$ cat config.mk
export PLATFORM = sky130hd
export DESIGN_NAME = can_acceptance_filter_rx_fifo_unit_flat
export DESIGN_NICKNAME = d
export VERILOG_FILES = /design/src/canaf_pkg.sv /design/src/canaf_if.sv /design/src/canaf_ram.sv /design/src/canaf_filter.sv /design/src/can_acceptance_filter_rx_fifo_unit.sv /design/src/flat_wrapper.sv
export SDC_FILE = /design/constraint.sdc
export NUM_CORES = 2
export LEC_CHECK = 0
export BUFFER_PORTS_ARGS = -buffer_cell sky130_fd_sc_hd__buf_4
export CAP_MARGIN = 20
export CORE_MARGIN = 5
export CORE_UTILIZATION = 40
export CTS_BUF_LIST = sky130_fd_sc_hd__clkbuf_8
export DETAILED_ROUTE_END_ITERATION = 10
export PLACE_DENSITY = 0.65
export RECOVER_POWER = 100
export SYNTH_ARGS = -nofsm -noshare
export SYNTH_HDL_FRONTEND = slang
export SYNTH_HIERARCHICAL = 1
export SYNTH_SLANG_ARGS = --single-unit
$ cat constraint.sdc
create_clock -name clk_i -period 7.1 [get_ports clk_i]
set_clock_uncertainty 0.2 [all_clocks]
set_input_delay 0.355 -clock clk_i [delete_from_list [all_inputs] [get_ports clk_i]]
set_output_delay 0.355 -clock clk_i [all_outputs]
set_load 0.03 [all_outputs]
$ cat src/canaf_pkg.sv
// Shared types and constants of the CAN acceptance filter and receive FIFO.
package canaf_pkg;

  localparam int IdW      = 29;
  localparam int DlcW     = 4;
  localparam int DataW    = 64;
  localparam int BankW    = 2 * IdW;
  localparam int HdrW     = DlcW + IdW;
  localparam int NumBanks = 4;
  localparam int StatW    = 2;
  localparam int OvfW     = 32;
  localparam int CfgIdxW  = 3;
  localparam int MaxDlc   = 8;

  typedef enum logic [1:0] {
    MODE_PUSH  = 2'd0,
    MODE_POP   = 2'd1,
    MODE_FLUSH = 2'd2
  } mode_e;

  typedef enum logic [StatW-1:0] {
    ST_OK    = 2'd0,
    ST_ERR   = 2'd1,
    ST_EMPTY = 2'd2
  } status_e;

  typedef enum logic [CfgIdxW-1:0] {
    CFG_ACTIVE = 3'd0,
    CFG_BANK0  = 3'd1,
    CFG_BANK1  = 3'd2,
    CFG_BANK2  = 3'd3,
    CFG_BANK3  = 3'd4
  } cfg_idx_e;

  typedef logic [NumBanks-1:0] active_t;

  typedef struct packed {
    logic [IdW-1:0] mask;
    logic [IdW-1:0] ident;
  } bank_t;

  typedef struct packed {
    logic any_on;
    logic hit;
  } filt_res_t;

endpackage

$ cat src/canaf_if.sv
// Request and result channel interfaces of the CAN receive FIFO.
interface canaf_req_if;
  import canaf_pkg::*;

  logic              valid;
  logic              ready;
  logic [1:0]        mode;
  logic [IdW-1:0]    frame_id;
  logic [DlcW-1:0]   frame_dlc;
  logic [DataW-1:0]  frame_data;

  modport source (output valid, mode, frame_id, frame_dlc, frame_data, input ready);
  modport sink   (input valid, mode, frame_id, frame_dlc, frame_data, output ready);
endinterface

interface canaf_res_if #(
  parameter int CntW = 6
);
  import canaf_pkg::*;

  logic              valid;
  logic              ready;
  logic [StatW-1:0]  status;
  logic              accepted;
  logic [IdW-1:0]    out_id;
  logic [DlcW-1:0]   out_dlc;
  logic [DataW-1:0]  out_data;
  logic [CntW-1:0]   fill_count;
  logic [OvfW-1:0]   overflow_total;

  modport source (output valid, status, accepted, out_id, out_dlc, out_data, fill_count,
                  overflow_total, input ready);
  modport sink   (input valid, status, accepted, out_id, out_dlc, out_data, fill_count,
                  overflow_total, output ready);
endinterface

$ cat src/canaf_ram.sv
// Generic single-write, single-read RAM with a registered read port.
module canaf_ram #(
  parameter int Width = 8,
  parameter int Depth = 32
) (
  input  logic                     clk_i,
  input  logic                     we_i,
  input  logic [$clog2(Depth)-1:0] waddr_i,
  input  logic [Width-1:0]         wdata_i,
  input  logic                     re_i,
  input  logic [$clog2(Depth)-1:0] raddr_i,
  output logic [Width-1:0]         rdata_o
);

  logic [Width-1:0] mem_q [Depth];
  logic [Width-1:0] rdata_q;

  always_ff @(posedge clk_i) begin
    if (we_i) begin
      mem_q[waddr_i] <= wdata_i;
    end
    if (re_i) begin
      rdata_q <= mem_q[raddr_i];
    end
  end

  assign rdata_o = rdata_q;

endmodule

$ cat src/canaf_filter.sv
// Four-bank mask and identifier acceptance filter.
module canaf_filter (
  input  canaf_pkg::active_t   active_i,
  input  canaf_pkg::bank_t     banks_i [canaf_pkg::NumBanks],
  input  logic [canaf_pkg::IdW-1:0] id_i,
  output canaf_pkg::filt_res_t res_o
);
  import canaf_pkg::*;

  logic [NumBanks-1:0] bank_hit;

  always_comb begin
    for (int n = 0; n < NumBanks; n++) begin
      bank_hit[n] = active_i[n] &&
                    ((id_i & banks_i[n].mask) == (banks_i[n].ident & banks_i[n].mask));
    end
  end

  assign res_o.any_on = |active_i;
  assign res_o.hit    = |bank_hit;

endmodule

$ cat src/can_acceptance_filter_rx_fifo_unit.sv
// Top level of the CAN receive path: acceptance filter, receive FIFO and drop counter.
//
//   channel  direction  handshake       carries
//   req      in         valid/ready     mode, frame_id, frame_dlc, frame_data
//   res      out        valid/ready     status, accepted, frame fields, fill and drop counts
//   cfg      in         cfg_we_i        filter enable bits and four filter banks
//
// One request is taken per cycle while req.ready is high; its result passes through the
// request stage, where a pop waits for the registered read of the frame RAMs, and then goes
// to the output register. Reset clears the pointers, the fill count, the drop counter and the
// filter registers; the frame RAMs are not cleared, as only written entries are ever read.
// A stalled result register holds the request stage, and req.ready falls only while both
// stages are full and res.ready is low.
module can_acceptance_filter_rx_fifo_unit #(
  parameter int FIFO_DEPTH = 32
) (
  input  logic                           clk_i,
  input  logic                           rst_ni,
  input  logic                           cfg_we_i,
  input  logic [canaf_pkg::CfgIdxW-1:0]  cfg_idx_i,
  input  logic [canaf_pkg::BankW-1:0]    cfg_wdata_i,
  canaf_req_if.sink                      req,
  canaf_res_if.source                    res
);
  import canaf_pkg::*;

  localparam int PtrW = $clog2(FIFO_DEPTH);
  localparam int CntW = $clog2(FIFO_DEPTH + 1);

  // Filter configuration
  active_t active_q;
  bank_t   bank_q [NumBanks];

  always_ff @(posedge clk_i or negedge rst_ni) begin
    if (!rst_ni) begin
      active_q <= '0;
      for (int n = 0; n < NumBanks; n++) begin
        bank_q[n] <= '0;
      end
    end else if (cfg_we_i) begin
      unique case (cfg_idx_e'(cfg_idx_i))
        CFG_ACTIVE: active_q  <= cfg_wdata_i[NumBanks-1:0];
        CFG_BANK0:  bank_q[0] <= cfg_wdata_i;
        CFG_BANK1:  bank_q[1] <= cfg_wdata_i;
        CFG_BANK2:  bank_q[2] <= cfg_wdata_i;
        CFG_BANK3:  bank_q[3] <= cfg_wdata_i;
        default:    ;
      endcase
    end
  end

  filt_res_t filt;

  canaf_filter u_filter (
    .active_i (active_q),
    .banks_i  (bank_q),
    .id_i     (req.frame_id),
    .res_o    (filt)
  );

  // FIFO state
  logic [PtrW-1:0] wr_ptr_q, wr_ptr_d;
  logic [PtrW-1:0] rd_ptr_q, rd_ptr_d;
  logic [CntW-1:0] cnt_q, cnt_d;
  logic [OvfW-1:0] ovf_q, ovf_d;

  // Request stage, waiting for the RAM read
  logic            s1_valid_q, s1_valid_d;
  status_e         s1_status_q, s1_status_d;
  logic            s1_acc_q, s1_acc_d;
  logic            s1_pop_q, s1_pop_d;
  logic [CntW-1:0] s1_fill_q;
  logic [OvfW-1:0] s1_ovf_q;

  // Output register
  logic             out_valid_q, out_valid_d;
  status_e          out_status_q;
  logic             out_acc_q;
  logic [IdW-1:0]   out_id_q;
  logic [DlcW-1:0]  out_dlc_q;
  logic [DataW-1:0] out_data_q;
  logic [CntW-1:0]  out_fill_q;
  logic [OvfW-1:0]  out_ovf_q;

  logic            accept, out_free, s1_adv;
  logic            ram_we, ram_re;
  logic            dlc_bad, is_full;
  logic [HdrW-1:0] hdr_rdata;
  logic [DataW-1:0] pay_rdata;

  function automatic logic [PtrW-1:0] ptr_next(input logic [PtrW-1:0] p);
    return (p == PtrW'(FIFO_DEPTH - 1)) ? '0 : p + 1'b1;
  endfunction

  assign out_free  = !out_valid_q || res.ready;
  assign s1_adv    = s1_valid_q && out_free;
  assign req.ready = !s1_valid_q || out_free;
  assign accept    = req.valid && req.ready;
  assign dlc_bad   = req.frame_dlc > DlcW'(MaxDlc);
  assign is_full   = cnt_q == CntW'(FIFO_DEPTH);

  always_comb begin
    wr_ptr_d    = wr_ptr_q;
    rd_ptr_d    = rd_ptr_q;
    cnt_d       = cnt_q;
    ovf_d       = ovf_q;
    ram_we      = 1'b0;
    ram_re      = 1'b0;
    s1_status_d = ST_OK;
    s1_acc_d    = 1'b0;
    s1_pop_d    = 1'b0;
    if (accept) begin
      unique case (mode_e'(req.mode))
        MODE_PUSH: begin
          if (dlc_bad) begin
            s1_status_d = ST_ERR;
          end else if (filt.hit || !filt.any_on) begin
            s1_acc_d = 1'b1;
            if (is_full) begin
              s1_status_d = ST_ERR;
              if (ovf_q != '1) begin
                ovf_d = ovf_q + 1'b1;
              end
            end else begin
              ram_we   = 1'b1;
              wr_ptr_d = ptr_next(wr_ptr_q);
              cnt_d    = cnt_q + 1'b1;
            end
          end
        end
        MODE_POP: begin
          if (cnt_q == '0) begin
            s1_status_d = ST_EMPTY;
          end else begin
            ram_re   = 1'b1;
            s1_pop_d = 1'b1;
            rd_ptr_d = ptr_next(rd_ptr_q);
            cnt_d    = cnt_q - 1'b1;
          end
        end
        MODE_FLUSH: begin
          wr_ptr_d = '0;
          rd_ptr_d = '0;
          cnt_d    = '0;
        end
        default: begin
          s1_status_d = ST_ERR;
        end
      endcase
    end
  end

  assign s1_valid_d  = accept ? 1'b1 : (s1_adv ? 1'b0 : s1_valid_q);
  assign out_valid_d = s1_adv ? 1'b1 : (res.ready ? 1'b0 : out_valid_q);

  always_ff @(posedge clk_i or negedge rst_ni) begin
    if (!rst_ni) begin
      wr_ptr_q    <= '0;
      rd_ptr_q    <= '0;
      cnt_q       <= '0;
      ovf_q       <= '0;
      s1_valid_q  <= 1'b0;
      out_valid_q <= 1'b0;
    end else begin
      wr_ptr_q    <= wr_ptr_d;
      rd_ptr_q    <= rd_ptr_d;
      cnt_q       <= cnt_d;
      ovf_q       <= ovf_d;
      s1_valid_q  <= s1_valid_d;
      out_valid_q <= out_valid_d;
    end
  end

  always_ff @(posedge clk_i) begin
    if (accept) begin
      s1_status_q <= s1_status_d;
      s1_acc_q    <= s1_acc_d;
      s1_pop_q    <= s1_pop_d;
      s1_fill_q   <= cnt_d;
      s1_ovf_q    <= ovf_d;
    end
    if (s1_adv) begin
      out_status_q <= s1_status_q;
      out_acc_q    <= s1_acc_q;
      out_id_q     <= s1_pop_q ? hdr_rdata[IdW-1:0] : '0;
      out_dlc_q    <= s1_pop_q ? hdr_rdata[HdrW-1:IdW] : '0;
      out_data_q   <= s1_pop_q ? pay_rdata : '0;
      out_fill_q   <= s1_fill_q;
      out_ovf_q    <= s1_ovf_q;
    end
  end

  canaf_ram #(
    .Width (HdrW),
    .Depth (FIFO_DEPTH)
  ) u_hdr_ram (
    .clk_i   (clk_i),
    .we_i    (ram_we),
    .waddr_i (wr_ptr_q),
    .wdata_i ({req.frame_dlc, req.frame_id}),
    .re_i    (ram_re),
    .raddr_i (rd_ptr_q),
    .rdata_o (hdr_rdata)
  );

  canaf_ram #(
    .Width (DataW),
    .Depth (FIFO_DEPTH)
  ) u_pay_ram (
    .clk_i   (clk_i),
    .we_i    (ram_we),
    .waddr_i (wr_ptr_q),
    .wdata_i (req.frame_data),
    .re_i    (ram_re),
    .raddr_i (rd_ptr_q),
    .rdata_o (pay_rdata)
  );

  assign res.valid          = out_valid_q;
  assign res.status         = out_status_q;
  assign res.accepted       = out_acc_q;
  assign res.out_id         = out_id_q;
  assign res.out_dlc        = out_dlc_q;
  assign res.out_data       = out_data_q;
  assign res.fill_count     = out_fill_q;
  assign res.overflow_total = out_ovf_q;

endmodule

$ cat src/flat_wrapper.sv
// flat-port wrapper written by rule: the top's interface ports become plain ports
module can_acceptance_filter_rx_fifo_unit_flat import canaf_pkg::*;
#(
  parameter int FIFO_DEPTH = 32
)
  (clk_i, rst_ni, cfg_we_i, cfg_idx_i, cfg_wdata_i, req_valid, req_mode, req_frame_id, req_frame_dlc, req_frame_data, req_ready, res_valid, res_status, res_accepted, res_out_id, res_out_dlc, res_out_data, res_fill_count, res_overflow_total, res_ready);
  canaf_req_if req_i ();
  canaf_res_if res_i ();
  input  logic clk_i;
  input  logic rst_ni;
  input  logic cfg_we_i;
  input  logic [canaf_pkg::CfgIdxW-1:0] cfg_idx_i;
  input  logic [canaf_pkg::BankW-1:0] cfg_wdata_i;
  input wire logic [$bits(req_i.valid)-1:0] req_valid;
  input wire logic [$bits(req_i.mode)-1:0] req_mode;
  input wire logic [$bits(req_i.frame_id)-1:0] req_frame_id;
  input wire logic [$bits(req_i.frame_dlc)-1:0] req_frame_dlc;
  input wire logic [$bits(req_i.frame_data)-1:0] req_frame_data;
  output wire logic [$bits(req_i.ready)-1:0] req_ready;
  output wire logic [$bits(res_i.valid)-1:0] res_valid;
  output wire logic [$bits(res_i.status)-1:0] res_status;
  output wire logic [$bits(res_i.accepted)-1:0] res_accepted;
  output wire logic [$bits(res_i.out_id)-1:0] res_out_id;
  output wire logic [$bits(res_i.out_dlc)-1:0] res_out_dlc;
  output wire logic [$bits(res_i.out_data)-1:0] res_out_data;
  output wire logic [$bits(res_i.fill_count)-1:0] res_fill_count;
  output wire logic [$bits(res_i.overflow_total)-1:0] res_overflow_total;
  input wire logic [$bits(res_i.ready)-1:0] res_ready;
  assign req_i.valid = req_valid;
  assign req_i.mode = req_mode;
  assign req_i.frame_id = req_frame_id;
  assign req_i.frame_dlc = req_frame_dlc;
  assign req_i.frame_data = req_frame_data;
  assign req_ready = req_i.ready;
  assign res_valid = res_i.valid;
  assign res_status = res_i.status;
  assign res_accepted = res_i.accepted;
  assign res_out_id = res_i.out_id;
  assign res_out_dlc = res_i.out_dlc;
  assign res_out_data = res_i.out_data;
  assign res_fill_count = res_i.fill_count;
  assign res_overflow_total = res_i.overflow_total;
  assign res_i.ready = res_ready;
  can_acceptance_filter_rx_fifo_unit #(.FIFO_DEPTH(FIFO_DEPTH)) u_core (.clk_i(clk_i), .rst_ni(rst_ni), .cfg_we_i(cfg_we_i), .cfg_idx_i(cfg_idx_i), .cfg_wdata_i(cfg_wdata_i), .req(req_i), .res(res_i));
endmodule
# After elaboration in Yosys (flattened, before gate mapping)
# Memory sizes are Yosys's and may differ from the RTL's. A register that Yosys moved wholly into a read port is not among the register bits.
# Cells that the tools add are included.
# totals
elab_cells,131
ram_bits,3104
ff_bits,466
n_memories,2
# mem_list
name,depth,width,rd,rd_clocked_by_memory_dff,write_ports,line_no,text
u_core.u_pay_ram.mem_q,32,64,1,1,1,canaf_ram.sv:15,logic [Width-1:0] mem_q [Depth];
u_core.u_hdr_ram.mem_q,32,33,1,1,1,canaf_ram.sv:15,
# op_classes
n_eq_ne,18
n_mux,40
addsub,5
n_lt_le_gt_ge,1
bitwise_logic,9
n_reduce_logical,29
# op_table
cell,n
29-bit AND,8
32-bit 2-to-1 mux,6
29-bit equality test,4
32-bit by 1-bit adder with 32-bit output (second input constant),1
32-bit != test (second input constant),1
5-bit 2-to-1 mux,6
6-bit 2-to-1 mux,5
5-bit case mux with 2 select lines,2
6-bit case mux with 3 select lines,1
1-bit 2-to-1 mux,16
5-bit by 1-bit adder with 5-bit output (second input constant),2
5-bit equality test (second input constant),2
2-bit AND reduction,5
2-bit nonzero test,4
4-bit OR reduction,2
6-bit by 1-bit adder with 6-bit output (second input constant),1
3-bit by 2-bit equality test with 1-bit output (second input constant),2
6-bit equality test (second input constant),1
1-bit logical AND,6
6-bit zero test,1
2-bit 2-to-1 mux,3
2-bit != test (second input constant),3
2-bit case mux with 3 select lines,1
6-bit by 1-bit subtractor with 6-bit output (second input constant),1
14 further kinds,18

# Longest topological paths before layout
# depth
ltp_word,11
depth_mapped,11
depth_no_buf,10

# Modules after synthesis
# The synthesis kept the hierarchy.
# modules_own_cells
mod,cells_per_inst,area_each_um2,n_inst
canaf_ram at u_core.u_pay_ram,3097,79605.1,1
canaf_ram at u_core.u_hdr_ram,2332,42144.2,1
can_acceptance_filter_rx_fifo_unit,1094,17660.7,1
canaf_filter,198,1591.5,1

# Worst setup path before layout
# OpenSTA, ideal clock, no wires.
# synth_path
path_type,reg2reg
startpoint,"reg u_core.out_valid_q, in the netlist u_core/res.valid"
endpoint,mem u_core/u_pay_ram/mem_q[28][0] (netlist bit) (enable)
synth_period_minus_slack_ns,7.024
setup_time_ns,0.487
arrival_ns,6.337
setup_slack_ns,0.076
required_time_ns,6.413
stages_incl_launch_ff,7
cell_sequence,dfrtp_1 -> nand3b_1 -> and2_0 -> and3_1 -> or3b_2 -> clkbuf_1 -> nor2_1
# synth_via
elab_chain_cells,7
# synth_lines
element,line_no,text
start: declaration,can_acceptance_filter_rx_fifo_unit.sv:76,"logic out_valid_q, out_valid_d;"
start signal: assignment,can_acceptance_filter_rx_fifo_unit.sv:170,out_valid_q <= out_valid_d;
1-bit zero test,can_acceptance_filter_rx_fifo_unit.sv:95,assign out_free = !out_valid_q || res.ready;
1-bit logical OR,can_acceptance_filter_rx_fifo_unit.sv:95,
1-bit logical OR,can_acceptance_filter_rx_fifo_unit.sv:97,assign req.ready = !s1_valid_q || out_free;
net req_ready,flat_wrapper.sv:19,output wire logic [$bits(req_i.ready)-1:0] req_ready;
1-bit logical AND,can_acceptance_filter_rx_fifo_unit.sv:98,assign accept = req.valid && req.ready;
net u_core.accept,can_acceptance_filter_rx_fifo_unit.sv:85,"logic accept, out_free, s1_adv;"
1-bit 2-to-1 mux,can_acceptance_filter_rx_fifo_unit.sv:112,if (accept) begin
net u_core.ram_we,can_acceptance_filter_rx_fifo_unit.sv:86,"logic ram_we, ram_re;"
1-bit 2-to-1 mux,canaf_ram.sv:19,if (we_i) begin
1-bit 2-to-1 mux (implied by the code),canaf_ram.sv:20,mem_q[waddr_i] <= wdata_i;
end: declaration,canaf_ram.sv:15,
# The timed path passes the listed nets, and every way through them passes these cells.

==> results by group <==
Status
  • Status: finished with violations
  • Violated checks: max-capacitance violations, max-slew violations

Synthesis
  • Syn Std Cell Area: 141000 µm²
  • Synth Area in XOR/XNOR: 0.00926
  • Post-Synth Adder-Cell Area: 0.000976
  • Post-synthesis sequential area ratio: 0.771
  • Asr flop ratio synth: 0.0780
  • Ys flop type: edfxtp_1
  • Simple-gate share of the synthesized area: 0.0230
  • Synth area leader: edfxtp_1
  • Distinct cell type count after synthesis: 65
  • Average size of a mapped cell: 21.0 µm²
  • EDFF count, synth: 3381
  • Syn_nets: 6897
  • Commonest cells post-synth: edfxtp_1, mux4_2, mux2i_1
  • Synth warn: 6
  • Post-synthesis mux area share: 0.161
  • Synth area leaders: edfxtp_1, mux4_2, dfrtp_1, mux2i_1, mux2_2
  • Area fraction of the dominant cell type after synthesis: 0.720
  • Compound-cell area share of the yosys netlist: 0.0219
  • Largest family of logic cells by synthesized area: multiplexers
  • Leading cell type by number of instances after synthesis: edfxtp_1
  • Synth Instances: 6721
  • Flops & latches, synth: 3667

Drt
  • DRT Pass-1 Iters: 6
  • Final ANT Viol Nets: 0
  • DR DRC count: 0
  • Final wirelength: 358000 µm
  • Vias: 71573
  • Initial DRC Count: 7606
  • Vias/cell: 5.54
  • Wire length per cell: 27.8 µm

GRT
  • First-pass GRT wire length: 521000 µm
  • M3 GR Usage: 0.0316
  • GRT busiest layer: met2
  • Met1 Track Usage GR: 0.261
  • Largest net degree at the start of global routing: 135
  • GR Overflow Total: 0
  • Tot GR Track Use: 0.193
  • Vias in the first global route: 74314
  • Antenna violations before repair: 27
  • M2 GR Usage: 0.325

Clocking
  • CTS Root Cell: clkbuf_8
  • CTS Sinks: 3667
  • Worst-Skew Late Latency: 1.17 ns
  • Clk pin slew, worst setup/hold paths: 0.06 ns
  • TritonCTS clock tree: done
  • Inserted Clock Buffers: 592
  • Post-CTS sizing: 0
  • Longest Clk Path Bufs: 4
  • CTS H-tree lvls: 6

Placed design
  • Buffers added on ports: 304
  • Final GP Congestion: 0.795
  • Place WS: 1.31 ns
  • HPWL after DPL: 197000 µm
  • Area after DPL: 150000 µm²

Floorplanning
  • Die extent in y: 604 µm
  • Die W: 604 µm
  • # IOs: 305
  • Die area: 364000 µm²
  • FP Rows: 218
  • Initial Utilization: 0.401
  • Core area: 352000 µm²

Critical path
  • Crit path depth: 16
  • Crit path max-delay family: buffers and inverters
  • Buf+Inv Stages, Crit Path: 6
  • CP required: 7.49 ns
  • FF-to-FF End: u_core/u_pay_ram/rdata_o[27]
  • Reg-to-reg slack, setup: 1.07 ns
  • CP Cell Sequence: dlygate4sd3_1, dlygate4sd3_1, clkbuf_1, xor2_1, a22oi_1, nand4_1, nor4_1, or4_1, nor2b_1, nor3_1, and3_1, clkbuf_1, nand3_1, buf_4, nor2_4, clkbuf_2
  • CP Launch Point: req_frame_id[22]
  • Crit path capture type: flip-flop
  • Worst r2r src: u_core/rd_ptr_q[0]
  • Crit Path Category: in2reg
  • FF-to-FF path depth: 6
  • WP data arrival: 6.69 ns
  • Peak fanout along the critical path: 29
  • Crit path to: u_core/u_pay_ram/mem_q[23][38]
  • Critical path's largest stage delay: 1.00 ns
  • Startpoint Class: input pin
  • Worst-path cell with the longest stage delay: clkbuf_1

STA
  • Worst slew margin: -1.70
  • Tcrit/Tclk final: 0.887
  • Fin worst setup slack: 0.800 ns
  • Setup TNS: 0 ns
  • RSZ-0062 raised after global routing: no
  • Worst-Margin Slew: 4.05 ns
  • Max Fclk: 159 MHz
  • Slew Viols, Final: 2281
  • # setup viols final: 0
  • Fin. Hold Viols: 0
  • Hold WS: 0.0971 ns
  • Period minus WS final: 6.30 ns

Min path
  • Worst hold start: req_frame_id[16]
  • Hold Path Class: in2reg

Pwr
  • Psw: 15600 µW
  • Worst vdd ir: 409 µV
  • Sequential share of power: 0.458
  • Combinational power share: 0.227
  • Internal Dissipation: 38400 µW
  • Leak: 0.0534 µW
  • Clock share of power: 0.315
  • Sw Share: 0.289
  • PD cells: 332 nW/µm²

Final layout
  • Layout cells sized above 1: 0.229
  • Area Overhead vs Synth: 15.5%
  • Final cell area excluding filler cells: 163000 µm²
  • Final-stage net count: 8005

Job
  • # Max-Cap Violations: 57
[metal layers]
| layer | up-vias | part of all wire |
|---|---|---|
| li1 | 29863 | - |
| met5 | - | 0.000075 |
| met1 | 37921 | 0.40 |
| met3 | 562 | 0.074 |
| met2 | 3223 | 0.50 |
| met4 | 4 | 0.030 |
[per-stage QoR]
step / power, µW / util / instances
floorplan: 33600 / - / 6721
global placement: 37400 / 0.425 / 11463
detailed placement: 37500 / 0.425 / 11464
CTS: 54700 / 0.468 / 12874
global route: 56300 / 0.463 / 12902
finish: 54100 / 0.463 / 12909
[what timing repair did]
action | CTS | global route
endpoints found under the hold margin | 3714 | 0
hold buffers | 371 | 0
buffers inserted | 0 | 0
[kinds of logic after synthesis]
family / count (synthesis)
flops: 3667
mux: 1480
simple gates: 626
compound gates: 446
buf+inv: 342
xor+xnor: 149
fa+ha+maj: 11
[worst min path at each step]
stage / end / slack, ns / cells past startpoint
after global placement: u_core/res.accepted / 0.20 / 0
after CTS: u_core/u_pay_ram/mem_q[21][16] / 0.0007 / 2
after global routing: u_core/u_hdr_ram/mem_q[17][3] / 0.05 / 2
after floorplan: u_core/active_q[0] / -0.14 / 0
after detailed placement: u_core/res.overflow_total[20] / 0.20 / 0
final: u_core/u_hdr_ram/mem_q[9][16] / 0.1 / 2
[power by group through the flow]
stage | registers (µW) | logic, µW | clock network [µW]
floorplan | 25100 | 8500 | 0
global placement | 25200 | 12200 | 0
detailed placement | 25200 | 12300 | 0
CTS | 24800 | 12500 | 17400
global route | 24800 | 13000 | 18500
finish | 24800 | 12300 | 17000
[flip-flops by register name, summed over array words and instances (netlist names), 2 cells and up]
| register | count |
|---|---|
| u_core/ovf_q | 32 |
| u_core/u_pay_ram/mem_q | 2048 |
| u_core/s1_status_q | 2 |
| u_core/res.status | 2 |
| u_core/res.out_id | 29 |
| u_core/bank_q | 232 |
| u_core/res.out_dlc | 4 |
| u_core/s1_fill_q | 6 |
| u_core/active_q | 4 |
| u_core/rd_ptr_q | 5 |
| u_core/cnt_q | 6 |
| u_core/wr_ptr_q | 5 |
| u_core/u_pay_ram/rdata_o | 64 |
| u_core/u_hdr_ram/rdata_o | 33 |
| u_core/res.overflow_total | 32 |
| u_core/s1_ovf_q | 32 |
| u_core/res.fill_count | 6 |
| u_core/res.out_data | 64 |
| u_core/u_hdr_ram/mem_q | 1056 |
[layout make-up]
type,instances,area [µm²]
Clock inverter,420,2490
Clock buffer,619,8520
Inverter,9,33.8
Antenna cell,15,37.5
Multi-Input combinational cell,2712,30800
Sequential cell,3667,109000
Fill cell,29288,189000
Tap cell,4620,5780
Timing Repair Buffer,847,6540
[cell usage in the layout (no fill, tap or decap), types with 158 or more instances in the layout]
master	count
edfxtp_1	3381
clkbuf_8	619
mux4_2	602
mux2i_1	567
dlygate4sd3_1	331
clkbuf_1	298
dfrtp_1	282
mux2_2	269
inv_1	178
a22oi_1	158
Note: power is estimated with default switching activity, not from simulation.
